===== src/design/ssr_pkg.sv =====
// ----------------------------------------------------------------------------
// ssr_pkg
// Types, constants and the segment decode table shared by the seven-segment
// rectangle generator.
// ----------------------------------------------------------------------------
package ssr_pkg;

  localparam int unsigned SegCount  = 7;
  localparam int unsigned CoordW    = 16;
  localparam int unsigned ColorW    = 16;
  localparam int unsigned DigitW    = 4;
  localparam int unsigned ThickW    = 8;
  localparam int unsigned SegIdW    = 3;
  localparam logic [DigitW-1:0] DigitMax = 4'd9;

  // Input tdata layout, from the lowest bit up.
  localparam int unsigned InDataW  = 64;
  // Output tdata layout, from the lowest bit up.
  localparam int unsigned OutDataW = 80;

  typedef enum logic [SegIdW-1:0] {
    SEG_A = 3'd0,
    SEG_B = 3'd1,
    SEG_C = 3'd2,
    SEG_D = 3'd3,
    SEG_E = 3'd4,
    SEG_F = 3'd5,
    SEG_G = 3'd6
  } seg_id_e;

  typedef logic [CoordW-1:0] coord_t;

  // One decoded digit waiting to be drawn: the lit segments and the cell
  // grid lines. Column lines x0..x3 and row lines y0..y5 are the edges of the
  // bands of the cell; the last of each lies one past the cell's far edge.
  typedef struct packed {
    logic [SegCount-1:0] mask;
    coord_t              x0;
    coord_t              x1;
    coord_t              x2;
    coord_t              x3;
    coord_t              y0;
    coord_t              y1;
    coord_t              y2;
    coord_t              y3;
    coord_t              y4;
    coord_t              y5;
    logic [ColorW-1:0]   color;
  } seg_job_t;

  // Standard seven-segment patterns, bit 0 is segment a.
  function automatic logic [SegCount-1:0] seg_decode(input logic [DigitW-1:0] digit);
    logic [SegCount-1:0] pat;
    case (digit)
      4'd0:    pat = 7'h3F;
      4'd1:    pat = 7'h06;
      4'd2:    pat = 7'h5B;
      4'd3:    pat = 7'h4F;
      4'd4:    pat = 7'h66;
      4'd5:    pat = 7'h6D;
      4'd6:    pat = 7'h7D;
      4'd7:    pat = 7'h07;
      4'd8:    pat = 7'h7F;
      4'd9:    pat = 7'h6F;
      default: pat = '0;
    endcase
    return pat;
  endfunction

endpackage


===== src/design/ssr_front.sv =====
// ----------------------------------------------------------------------------
// ssr_front
// Accepts digit items, drops digits above nine and turns the others into a
// segment mask plus the grid lines of the digit cell.
// ----------------------------------------------------------------------------
module ssr_front (
  input  logic                          s_axis_tvalid_i,
  output logic                          s_axis_tready_o,
  input  logic [ssr_pkg::InDataW-1:0]   s_axis_tdata_i,
  input  logic                          q_full_i,
  output logic                          q_push_o,
  output ssr_pkg::seg_job_t             q_job_o
);

  logic [ssr_pkg::DigitW-1:0] digit;
  ssr_pkg::coord_t            org_x;
  ssr_pkg::coord_t            org_y;
  logic [ssr_pkg::ThickW-1:0] thick;
  ssr_pkg::coord_t            t16;
  ssr_pkg::coord_t            len16;
  logic                       drawable;

  assign digit = s_axis_tdata_i[3:0];
  assign org_x = s_axis_tdata_i[19:4];
  assign org_y = s_axis_tdata_i[35:20];
  assign thick = s_axis_tdata_i[43:36];

  assign t16   = {8'd0, thick};
  assign len16 = {6'd0, thick, 2'd0};

  assign drawable        = (digit <= ssr_pkg::DigitMax);
  // Digits that draw nothing are taken and dropped even when the queue is full.
  assign s_axis_tready_o = !q_full_i || !drawable;
  assign q_push_o        = s_axis_tvalid_i && !q_full_i && drawable;

  always_comb begin
    q_job_o.mask  = ssr_pkg::seg_decode(digit);
    q_job_o.x0    = org_x;
    q_job_o.x1    = org_x + t16;
    q_job_o.x2    = org_x + t16 + len16;
    q_job_o.x3    = org_x + t16 + t16 + len16;
    q_job_o.y0    = org_y;
    q_job_o.y1    = org_y + t16;
    q_job_o.y2    = org_y + t16 + len16;
    q_job_o.y3    = org_y + t16 + t16 + len16;
    q_job_o.y4    = org_y + t16 + t16 + len16 + len16;
    q_job_o.y5    = org_y + t16 + t16 + t16 + len16 + len16;
    q_job_o.color = s_axis_tdata_i[59:44];
  end

endmodule


===== src/design/ssr_queue.sv =====
// ----------------------------------------------------------------------------
// ssr_queue
// Short first-in first-out queue of decoded digits between front and back.
// ----------------------------------------------------------------------------
module ssr_queue #(
  parameter int unsigned Depth = 2
) (
  input  logic              clk_i,
  input  logic              rst_ni,
  input  logic              push_i,
  input  ssr_pkg::seg_job_t job_i,
  output logic              full_o,
  input  logic              pop_i,
  output logic              valid_o,
  output ssr_pkg::seg_job_t job_o
);

  localparam int unsigned PtrW = (Depth > 1) ? $clog2(Depth) : 1;
  localparam int unsigned CntW = $clog2(Depth + 1);
  localparam logic [PtrW-1:0] LastPtr = PtrW'(Depth - 1);
  localparam logic [CntW-1:0] FullCnt = CntW'(Depth);

  ssr_pkg::seg_job_t mem_q [Depth];
  logic [PtrW-1:0]   wr_ptr_q, wr_ptr_d;
  logic [PtrW-1:0]   rd_ptr_q, rd_ptr_d;
  logic [CntW-1:0]   count_q, count_d;
  logic              do_push;
  logic              do_pop;

  assign full_o  = (count_q == FullCnt);
  assign valid_o = (count_q != '0);
  assign do_push = push_i && !full_o;
  assign do_pop  = pop_i && valid_o;
  assign job_o   = mem_q[rd_ptr_q];

  always_comb begin
    wr_ptr_d = wr_ptr_q;
    rd_ptr_d = rd_ptr_q;
    count_d  = count_q;
    if (do_push) begin
      wr_ptr_d = (wr_ptr_q == LastPtr) ? '0 : wr_ptr_q + 1'b1;
    end
    if (do_pop) begin
      rd_ptr_d = (rd_ptr_q == LastPtr) ? '0 : rd_ptr_q + 1'b1;
    end
    if (do_push && !do_pop) begin
      count_d = count_q + 1'b1;
    end else if (do_pop && !do_push) begin
      count_d = count_q - 1'b1;
    end
  end

  always_ff @(posedge clk_i or negedge rst_ni) begin
    if (!rst_ni) begin
      wr_ptr_q <= '0;
      rd_ptr_q <= '0;
      count_q  <= '0;
    end else begin
      wr_ptr_q <= wr_ptr_d;
      rd_ptr_q <= rd_ptr_d;
      count_q  <= count_d;
    end
  end

  always_ff @(posedge clk_i) begin
    if (do_push) begin
      mem_q[wr_ptr_q] <= job_i;
    end
  end

endmodule


===== src/design/ssr_back.sv =====
// ----------------------------------------------------------------------------
// ssr_back
// Walks the lit segments of one digit, lowest first, and sends one rectangle
// per cycle while the receiver is ready, through a registered output stage.
// ----------------------------------------------------------------------------
module ssr_back (
  input  logic                          clk_i,
  input  logic                          rst_ni,
  input  logic                          q_valid_i,
  input  ssr_pkg::seg_job_t             q_job_i,
  output logic                          q_pop_o,
  output logic                          m_axis_tvalid_o,
  input  logic                          m_axis_tready_i,
  output logic [ssr_pkg::OutDataW-1:0]  m_axis_tdata_o,   // left, top, right, bottom, color
  output logic [ssr_pkg::SegIdW-1:0]    m_axis_tuser_o,   // segment_id
  output logic                          m_axis_tlast_o
);

  logic [ssr_pkg::SegCount-1:0] mask_q, mask_d, mask_clr;
  ssr_pkg::seg_job_t            job_q;
  logic                         out_valid_q, out_valid_d;
  logic [ssr_pkg::OutDataW-1:0] out_data_q;
  ssr_pkg::seg_id_e             out_id_q;
  logic                         out_last_q;

  ssr_pkg::seg_id_e             sel_id;
  logic                         found;
  logic                         emit;
  ssr_pkg::coord_t              r_left, r_top, r_right, r_bottom;

  // Lowest lit segment still to be drawn.
  always_comb begin
    sel_id = ssr_pkg::SEG_A;
    found  = 1'b0;
    for (int i = 0; i < ssr_pkg::SegCount; i++) begin
      if (mask_q[i] && !found) begin
        sel_id = ssr_pkg::seg_id_e'(3'(i));
        found  = 1'b1;
      end
    end
  end

  assign mask_clr = mask_q & ~(7'd1 << sel_id);
  assign emit     = (mask_q != '0) && (!out_valid_q || m_axis_tready_i);
  // The next digit is loaded in the same cycle that the current one finishes.
  assign q_pop_o  = q_valid_i && ((mask_q == '0) || (emit && (mask_clr == '0)));

  always_comb begin
    unique case (sel_id)
      ssr_pkg::SEG_A: begin
        r_left = job_q.x1; r_top = job_q.y0;
        r_right = job_q.x2 - 1'b1; r_bottom = job_q.y1 - 1'b1;
      end
      ssr_pkg::SEG_B: begin
        r_left = job_q.x2; r_top = job_q.y1;
        r_right = job_q.x3 - 1'b1; r_bottom = job_q.y2 - 1'b1;
      end
      ssr_pkg::SEG_C: begin
        r_left = job_q.x2; r_top = job_q.y3;
        r_right = job_q.x3 - 1'b1; r_bottom = job_q.y4 - 1'b1;
      end
      ssr_pkg::SEG_D: begin
        r_left = job_q.x1; r_top = job_q.y4;
        r_right = job_q.x2 - 1'b1; r_bottom = job_q.y5 - 1'b1;
      end
      ssr_pkg::SEG_E: begin
        r_left = job_q.x0; r_top = job_q.y3;
        r_right = job_q.x1 - 1'b1; r_bottom = job_q.y4 - 1'b1;
      end
      ssr_pkg::SEG_F: begin
        r_left = job_q.x0; r_top = job_q.y1;
        r_right = job_q.x1 - 1'b1; r_bottom = job_q.y2 - 1'b1;
      end
      ssr_pkg::SEG_G: begin
        r_left = job_q.x1; r_top = job_q.y2;
        r_right = job_q.x2 - 1'b1; r_bottom = job_q.y3 - 1'b1;
      end
      default: begin
        r_left = job_q.x0; r_top = job_q.y0;
        r_right = job_q.x0; r_bottom = job_q.y0;
      end
    endcase
  end

  always_comb begin
    mask_d = mask_q;
    if (q_pop_o) begin
      mask_d = q_job_i.mask;
    end else if (emit) begin
      mask_d = mask_clr;
    end
    out_valid_d = out_valid_q;
    if (emit) begin
      out_valid_d = 1'b1;
    end else if (m_axis_tready_i) begin
      out_valid_d = 1'b0;
    end
  end

  always_ff @(posedge clk_i or negedge rst_ni) begin
    if (!rst_ni) begin
      mask_q      <= '0;
      out_valid_q <= 1'b0;
    end else begin
      mask_q      <= mask_d;
      out_valid_q <= out_valid_d;
    end
  end

  always_ff @(posedge clk_i) begin
    if (q_pop_o) begin
      job_q <= q_job_i;
    end
    if (emit) begin
      out_data_q <= {job_q.color, r_bottom, r_right, r_top, r_left};
      out_id_q   <= sel_id;
      out_last_q <= (mask_clr == '0);
    end
  end

  assign m_axis_tvalid_o = out_valid_q;
  assign m_axis_tdata_o  = out_data_q;
  assign m_axis_tuser_o  = out_id_q;
  assign m_axis_tlast_o  = out_last_q;

endmodule


===== src/design/seven_segment_rect_generator.sv =====
// ----------------------------------------------------------------------------
// seven_segment_rect_generator
// Turns a decimal digit into the inclusive rectangles of its lit segments.
// ----------------------------------------------------------------------------
// A digit with n lit segments gives n rectangles (two to seven), one per
// cycle while the receiver is ready, from the back end that walks the segment
// mask; a digit above nine is taken and gives nothing. The input side
// keeps accepting into a short queue while rectangles are still leaving, so
// back-to-back digits stream without gaps. Rectangles come in segment order
// a to g, tlast marks the final one of a digit, and all coordinates wrap
// modulo 65536.
module seven_segment_rect_generator #(
  parameter int unsigned QueueDepth = 2
) (
  input  logic                          clk_i,
  input  logic                          rst_ni,
  input  logic                          s_axis_tvalid_i,
  output logic                          s_axis_tready_o,
  // digit[3:0], origin_x[19:4], origin_y[35:20], thickness[43:36],
  // fill_color[59:44], zero fill above
  input  logic [ssr_pkg::InDataW-1:0]   s_axis_tdata_i,
  output logic                          m_axis_tvalid_o,
  input  logic                          m_axis_tready_i,
  // rect_left[15:0], rect_top[31:16], rect_right[47:32], rect_bottom[63:48],
  // rect_color[79:64]
  output logic [ssr_pkg::OutDataW-1:0]  m_axis_tdata_o,
  // segment_id[2:0]
  output logic [ssr_pkg::SegIdW-1:0]    m_axis_tuser_o,
  output logic                          m_axis_tlast_o
);

  logic              q_full;
  logic              q_push;
  logic              q_pop;
  logic              q_valid;
  ssr_pkg::seg_job_t push_job;
  ssr_pkg::seg_job_t head_job;

  ssr_front u_front (
    .s_axis_tvalid_i (s_axis_tvalid_i),
    .s_axis_tready_o (s_axis_tready_o),
    .s_axis_tdata_i  (s_axis_tdata_i),
    .q_full_i        (q_full),
    .q_push_o        (q_push),
    .q_job_o         (push_job)
  );

  ssr_queue #(
    .Depth (QueueDepth)
  ) u_queue (
    .clk_i   (clk_i),
    .rst_ni  (rst_ni),
    .push_i  (q_push),
    .job_i   (push_job),
    .full_o  (q_full),
    .pop_i   (q_pop),
    .valid_o (q_valid),
    .job_o   (head_job)
  );

  ssr_back u_back (
    .clk_i           (clk_i),
    .rst_ni          (rst_ni),
    .q_valid_i       (q_valid),
    .q_job_i         (head_job),
    .q_pop_o         (q_pop),
    .m_axis_tvalid_o (m_axis_tvalid_o),
    .m_axis_tready_i (m_axis_tready_i),
    .m_axis_tdata_o  (m_axis_tdata_o),
    .m_axis_tuser_o  (m_axis_tuser_o),
    .m_axis_tlast_o  (m_axis_tlast_o)
  );

endmodule


===== config.mk =====
export PLATFORM = sky130hd
export DESIGN_NAME = seven_segment_rect_generator
export DESIGN_NICKNAME = d
export VERILOG_FILES = /design/src/design/ssr_pkg.sv /design/src/design/ssr_front.sv /design/src/design/ssr_queue.sv /design/src/design/ssr_back.sv /design/src/design/seven_segment_rect_generator.sv
export SDC_FILE = /design/constraint.sdc
export NUM_CORES = 1
export LEC_CHECK = 0
export ABC_AREA = 1
export BUFFER_PORTS_ARGS = -buffer_cell sky130_fd_sc_hd__buf_2
export CORE_ASPECT_RATIO = 0.6
export CORE_MARGIN = 2
export CORE_UTILIZATION = 62
export DETAILED_ROUTE_END_ITERATION = 16
export GPL_ROUTABILITY_DRIVEN = 0
export PLACE_DENSITY_LB_ADDON = 0.2
export SYNTH_ARGS = -nofsm -noshare
export SYNTH_HDL_FRONTEND = slang
export SYNTH_HIERARCHICAL = 1
export SYNTH_SLANG_ARGS = --single-unit

===== constraint.sdc =====
create_clock -name clk_i -period 11.2 [get_ports clk_i]
set_input_delay 0.56 -clock clk_i [delete_from_list [all_inputs] [get_ports clk_i]]
set_output_delay 0.56 -clock clk_i [all_outputs]
set_load 0.01 [all_outputs]

Word level (Yosys, flattened, before mapping). Memory sizes are Yosys's and may differ from the RTL's. Index checks and enable logic that the tools add are counted. Widths: inputs -> output; s select.

Register bits after elaboration: 272. Bits in writable memories: 366. Memory bits (read-only): 112. Input bits: 68. Output and inout port bits: 86. Word-level logic and storage cells: 124. Memories: 2.

$add $sub $neg: 24. Order comparisons: 1. Equality and inequality tests: 7. Shifts and indexed selects: 1. Multiplexer cells: 26. Bitwise gates (word level): 2. Reduce and logical (&&, ||, !) cells: 42.

Memories: u_queue.mem_q (depth 2, width 183, rd ports 1, clocked after Yosys merged registers in 0, wr ports 1, line ssr_queue.sv:23) `ssr_pkg::seg_job_t mem_q [Depth];`; (name not given) (depth 16, width 7, rd ports 1, clocked after Yosys merged registers in 0, wr ports 0, line ssr_pkg.sv:54) `case (digit)`.

Operators with widths (count): $sub 16x1->16 const B (8); $add 16x10->16 (7); $add 16x8->16 (5); $pmux 16 s5 (1); $pmux 16 s4 (1); $pmux 16 s3 (1); $pmux 16 s2 (1); $logic_and 1x1->1 (15); $mux 3 (5); $logic_not 7->1 (2); $mux 7 (2); $mux 1 (13); $logic_not 1->1 (11); $eq 3x3->1 const B (3); $reduce_bool 2->1 (4); $reduce_or 2->1 (4); $and 7x7->7 (1); $not 7->7 (1); $reduce_bool 7->1 (1); $shl 1x3->7 const A (1); $eq 3x2->1 const B (2); $le 4x4->1 const B (1); $mux 2 (2); $eq 3x1->1 const B (1); other kinds (7) (10).

Longest topological paths before layout.
Word-level depth: 30. Mapped depth: 33.

Modules after synthesis. The synthesis kept the hierarchy.

Modules (own cells, without submodules): ssr_queue (instances 1, cells each 988, area an instance 13615.6 um2, sequential area each 11090.6 um2); ssr_back (instances 1, cells each 850, area an instance 11023.1 um2, sequential area each 8007.7 um2); ssr_front (instances 1, cells each 856, area an instance 5542.8 um2, sequential area each 0.0 um2).

Least setup slack after synthesis. OpenSTA, ideal clock, no wires.

Path type: input-to-reg. Start point: input port s_axis_tdata_i[1] in the netlist's numbering. End point: memory u_queue/mem_q[1][0] in the netlist's numbering (enable). Setup time: 0.729 ns. Data arrival time: 8.953 ns. Required time: 10.471 ns. Slack: 1.519 ns. Stages: 9. Buffers on the path: 0. Path through: inv_1 > ha_1 > nor2_1 > o21a_1 > inv_1 > nand2_1 > nor2_1 > o21ai_0 > nor2_1.

Word-level cells in the longest chain between the ends: 5.

RTL lines: start, declared (line seven_segment_rect_generator.sv:21) `input logic [ssr_pkg::InDataW-1:0] s_axis_tdata_i,`; $le 4x4->1 (line ssr_front.sv:31) `assign drawable = (digit <= ssr_pkg::DigitMax);`; $logic_and 1x1->1 (line ssr_front.sv:34) `assign q_push_o = s_axis_tvalid_i && !q_full_i && drawable;`; via q_push (line seven_segment_rect_generator.sv:33) `logic q_push;`; $logic_and 1x1->1 (line ssr_queue.sv:32) `assign do_push = push_i && !full_o;`; $mux 1 (line ssr_queue.sv:66) `if (do_push) begin`; $mux 1 (not written as such) (line ssr_queue.sv:67) `mem_q[wr_ptr_q] <= job_i;`; end, declared (line ssr_queue.sv:23).

The timed path passes the listed nets, and every way through them passes these cells.

==> metrics.yaml <==
synth_area_mm2: 0.0302
rr_endpoint: "u_back/job_q[109]$_DFFE_PP_"
fin_skew_ns: 0.0254
yosys_warnings: 6
core-area_mm2: 0.0479
cpMostUsedCell: "nand2_1"
status: "completed"
grt.overflow.total: 0
multi_input_area_mm2: 0.00932
final_nets: 2981
die_w_um: 289
peakVddDrop_mv: 0.230
synth_edf_count: 626
crit_start: "s_axis_tdata_i[37]"
setup_viol: 0
crit_path_top_delay_cell: "fa_1"
synth_nets: 2881
period_minus_slack_ns: 6.11
cp.arrival_ns: 6.47
clock-sinks: 638
drive_gt1_frac: 0.133
min-delay-start: "s_axis_tdata_i[46]"
rr_worst_depth: 11
p_leak_nw: 13.7
tightest_slew_ns: 1.13
gr-usage-all-layers: 0.279
powerDensity_mw_per_mm2: 313
ys_ff_latch: 638
synthCells: 2694
routed_wl_mm: 70.4
clock.fmax_ghz: 0.164
initial_core_util: 0.630
rows: 62
syn_to_final_growth_pct: 8.60
nFillCells: 3396
die_h_um: 175
max_stage_delay_ns: 0.50
antenna_cells: 0
rsz0062_at_grt: "false"
cts_buffers: 57
synth_area_per_cell_um2: 11.2
vias: 19912
synth_cell_types: 51
detail_route.vias_per_cell: 5.72
cts_tree: "yes"
ios: 154
clkSlewWorstSetupHoldPaths_ns: 0.06
post-route-period-util: 0.545
grt_max_degree: 163
clockBufferDepth: 3
first_iter_violations: 2562
dpl.hpwl_mm: 46.8
start_kind: "input port"
fin_setup_tns_ns: 0
relSlewSlack: 0.245
max_cap_viol_count: 0
min_path_type: "in -> reg"
grt_pass1_vias: 18826
r2r_start: "u_back/mask_q[2]$_DFFE_PN0P_"
drc: 0
whs_endpoint: "u_queue/mem_q[0][2]$_DFFE_PP_"
cp.required_ns: 11.56
clk-insertion-delay-late_ns: 0.62
port_buffers: 149
dr.pass1.iters: 6
whs_path_depth: 1
end_kind: "flop"
avgRoutedWirePerCell_um: 20.2
cp_max_fo: 15
drtAntennaViolNets: 0
final_max_slew_viol_count: 0
ys_async_sr_fraction: 0.0188
fin_area_mm2: 0.0328
cts_root_buf: "clkbuf_16"
r2r_setup_slack_ns: 6.44
final_util: 0.684
finalHoldViolCount: 0
grt_pass1_wl_mm: 107
postPlaceCellArea_mm2: 0.0310
synth-seq-area-share: 0.633
path_class: "in -> reg"
synthFlopType: "edfxtp_1"
regArea_mm2: 0.0191
dieArea_mm2: 0.0505
h-tree-depth: 2
antenna_found_initial: 4
cts-resized-gates: 0
==> cells by family (layout without fill, tap and decap cells) <==
group | Yosys count | count (layout) | share of synthesized area
buf+inv | 356 | 501 | 0.0588
compound gates | 203 | 203 | 0.0427
flops | 638 | 638 | 0.633
simple gates | 1275 | 1275 | 0.181
fa+ha+maj | 119 | 119 | 0.0546
xor+xnor | 103 | 103 | 0.0299
==> stage by stage <==
| step | instances | hold WS, ns | worst slack [ns] | power (mW) |
|---|---|---|---|---|
| after floorplan | 2694 | 0.264 | 1.52 | 7.15 |
| after global placement | 3374 | 0.401 | 4.75 | 8.14 |
| after detailed placement | 3374 | 0.405 | 4.59 | 8.32 |
| after CTS | 3479 | 0.118 | 5.18 | 10.2 |
| after global routing | 3479 | 0.127 | 4.63 | 10.8 |
| final | 3479 | 0.139 | 5.09 | 10.3 |
==> cell type report <==
type,instances,area share
sequential,638,0.583
clock inverter,39,0.00970
tap,640,0.0244
timing repair buffer,161,0.0260
clock buffer,65,0.0451
inverter,236,0.0276
multi-input combinational,1700,0.284
==> critical path, delay by kind of cell <==
kind / cells / cell delay [ns]
and+or+nand+nor: 15 / 1.63
xor gates and xnor gates: 2 / 0.64
AOI/OAI and AO/OA: 5 / 1.09
adders and majority gates: 4 / 1.56
buffers and inverters: 6 / 0.98
==> how the worst max path moves through the flow <==
stage / endpoint / slack [ns] / depth (start not counted)
floorplan: u_queue/mem_q[1][0]$_DFFE_PP_ / 1.52 / 9
global placement: u_queue/mem_q[0][47]$_DFFE_PP_ / 4.75 / 32
detailed placement: u_queue/mem_q[0][47]$_DFFE_PP_ / 4.59 / 32
CTS: u_queue/mem_q[0][47]$_DFFE_PP_ / 5.18 / 32
global route: u_queue/mem_q[0][47]$_DFFE_PP_ / 4.63 / 32
finish: u_queue/mem_q[0][47]$_DFFE_PP_ / 5.09 / 32
==> what timing repair did <==
item | CTS | global route
buffers inserted | 0 | 0
hold buffers | 1 | 0
hold endpoints to repair | 12 | 0
==> routing by layer <==
layer | GRT usage | part of all wire | vias to the layer above
met5 | 0 | 0 | -
met4 | 0.0537 | 0.015 | 0
met3 | 0.0610 | 0.12 | 98
met2 | 0.402 | 0.43 | 1017
met1 | 0.439 | 0.43 | 9564
li1 | - | - | 9233
==> cell usage after synthesis, drive strengths merged (7+ instances only) <==
cell type / instances / area share
nand2: 981 / 0.13
edfxtp: 626 / 0.62
inv: 234 / 0.029
nor2: 145 / 0.025
buf: 109 / 0.028
ha: 98 / 0.041
nand3: 95 / 0.018
a21oi: 75 / 0.013
xor2: 73 / 0.021
a22oi: 45 / 0.011
o21ai: 36 / 0.0063
xnor2: 30 / 0.0087
nand4: 29 / 0.0062
fa: 21 / 0.014
o2111ai: 15 / 0.0044
dfrtp: 12 / 0.0099
clkbuf: 11 / 0.0014
nand3b: 9 / 0.0022
a31oi: 8 / 0.0017
o21bai: 8 / 0.0020
nor3: 7 / 0.0012
==> cells in the final DEF (no fill, tap or decap), types with 15 or more instances in the layout <==
master	instances
o21ai_0	32
a21oi_1	70
nor2_4	15
inv_1	218
nor2_1	102
xor2_1	73
fa_1	21
nand2_2	41
clkbuf_16	58
nand2_1	935
o2111ai_1	15
nand3_1	85
edfxtp_1	626
buf_2	149
ha_1	98
nand4_1	28
a22oi_1	44
xnor2_1	30
nor2_2	26
==> power by group <==
| group | total, mW | switching, mW | internal [mW] |
|---|---|---|---|
| clock network | 1.90 | 0.880 | 1.02 |
| registers | 4.31 | 0.338 | 3.97 |
| logic | 4.06 | 2.95 | 1.11 |
| total | 10.3 | 4.17 | 6.10 |
==> state kept, by name (all words and copies together) (netlist names) <==
signal                  flops
u_queue/mem_q             366
u_back/job_q              176
u_queue/rd_ptr_q            1
u_back/m_axis_tdata_o      80
u_queue/count_q             2
u_back/mask_q               7
u_back/m_axis_tlast_o       1
u_back/m_axis_tvalid_o      1
u_back/m_axis_tuser_o       3
u_queue/wr_ptr_q            1
Power figures use the tool's default switching activity.
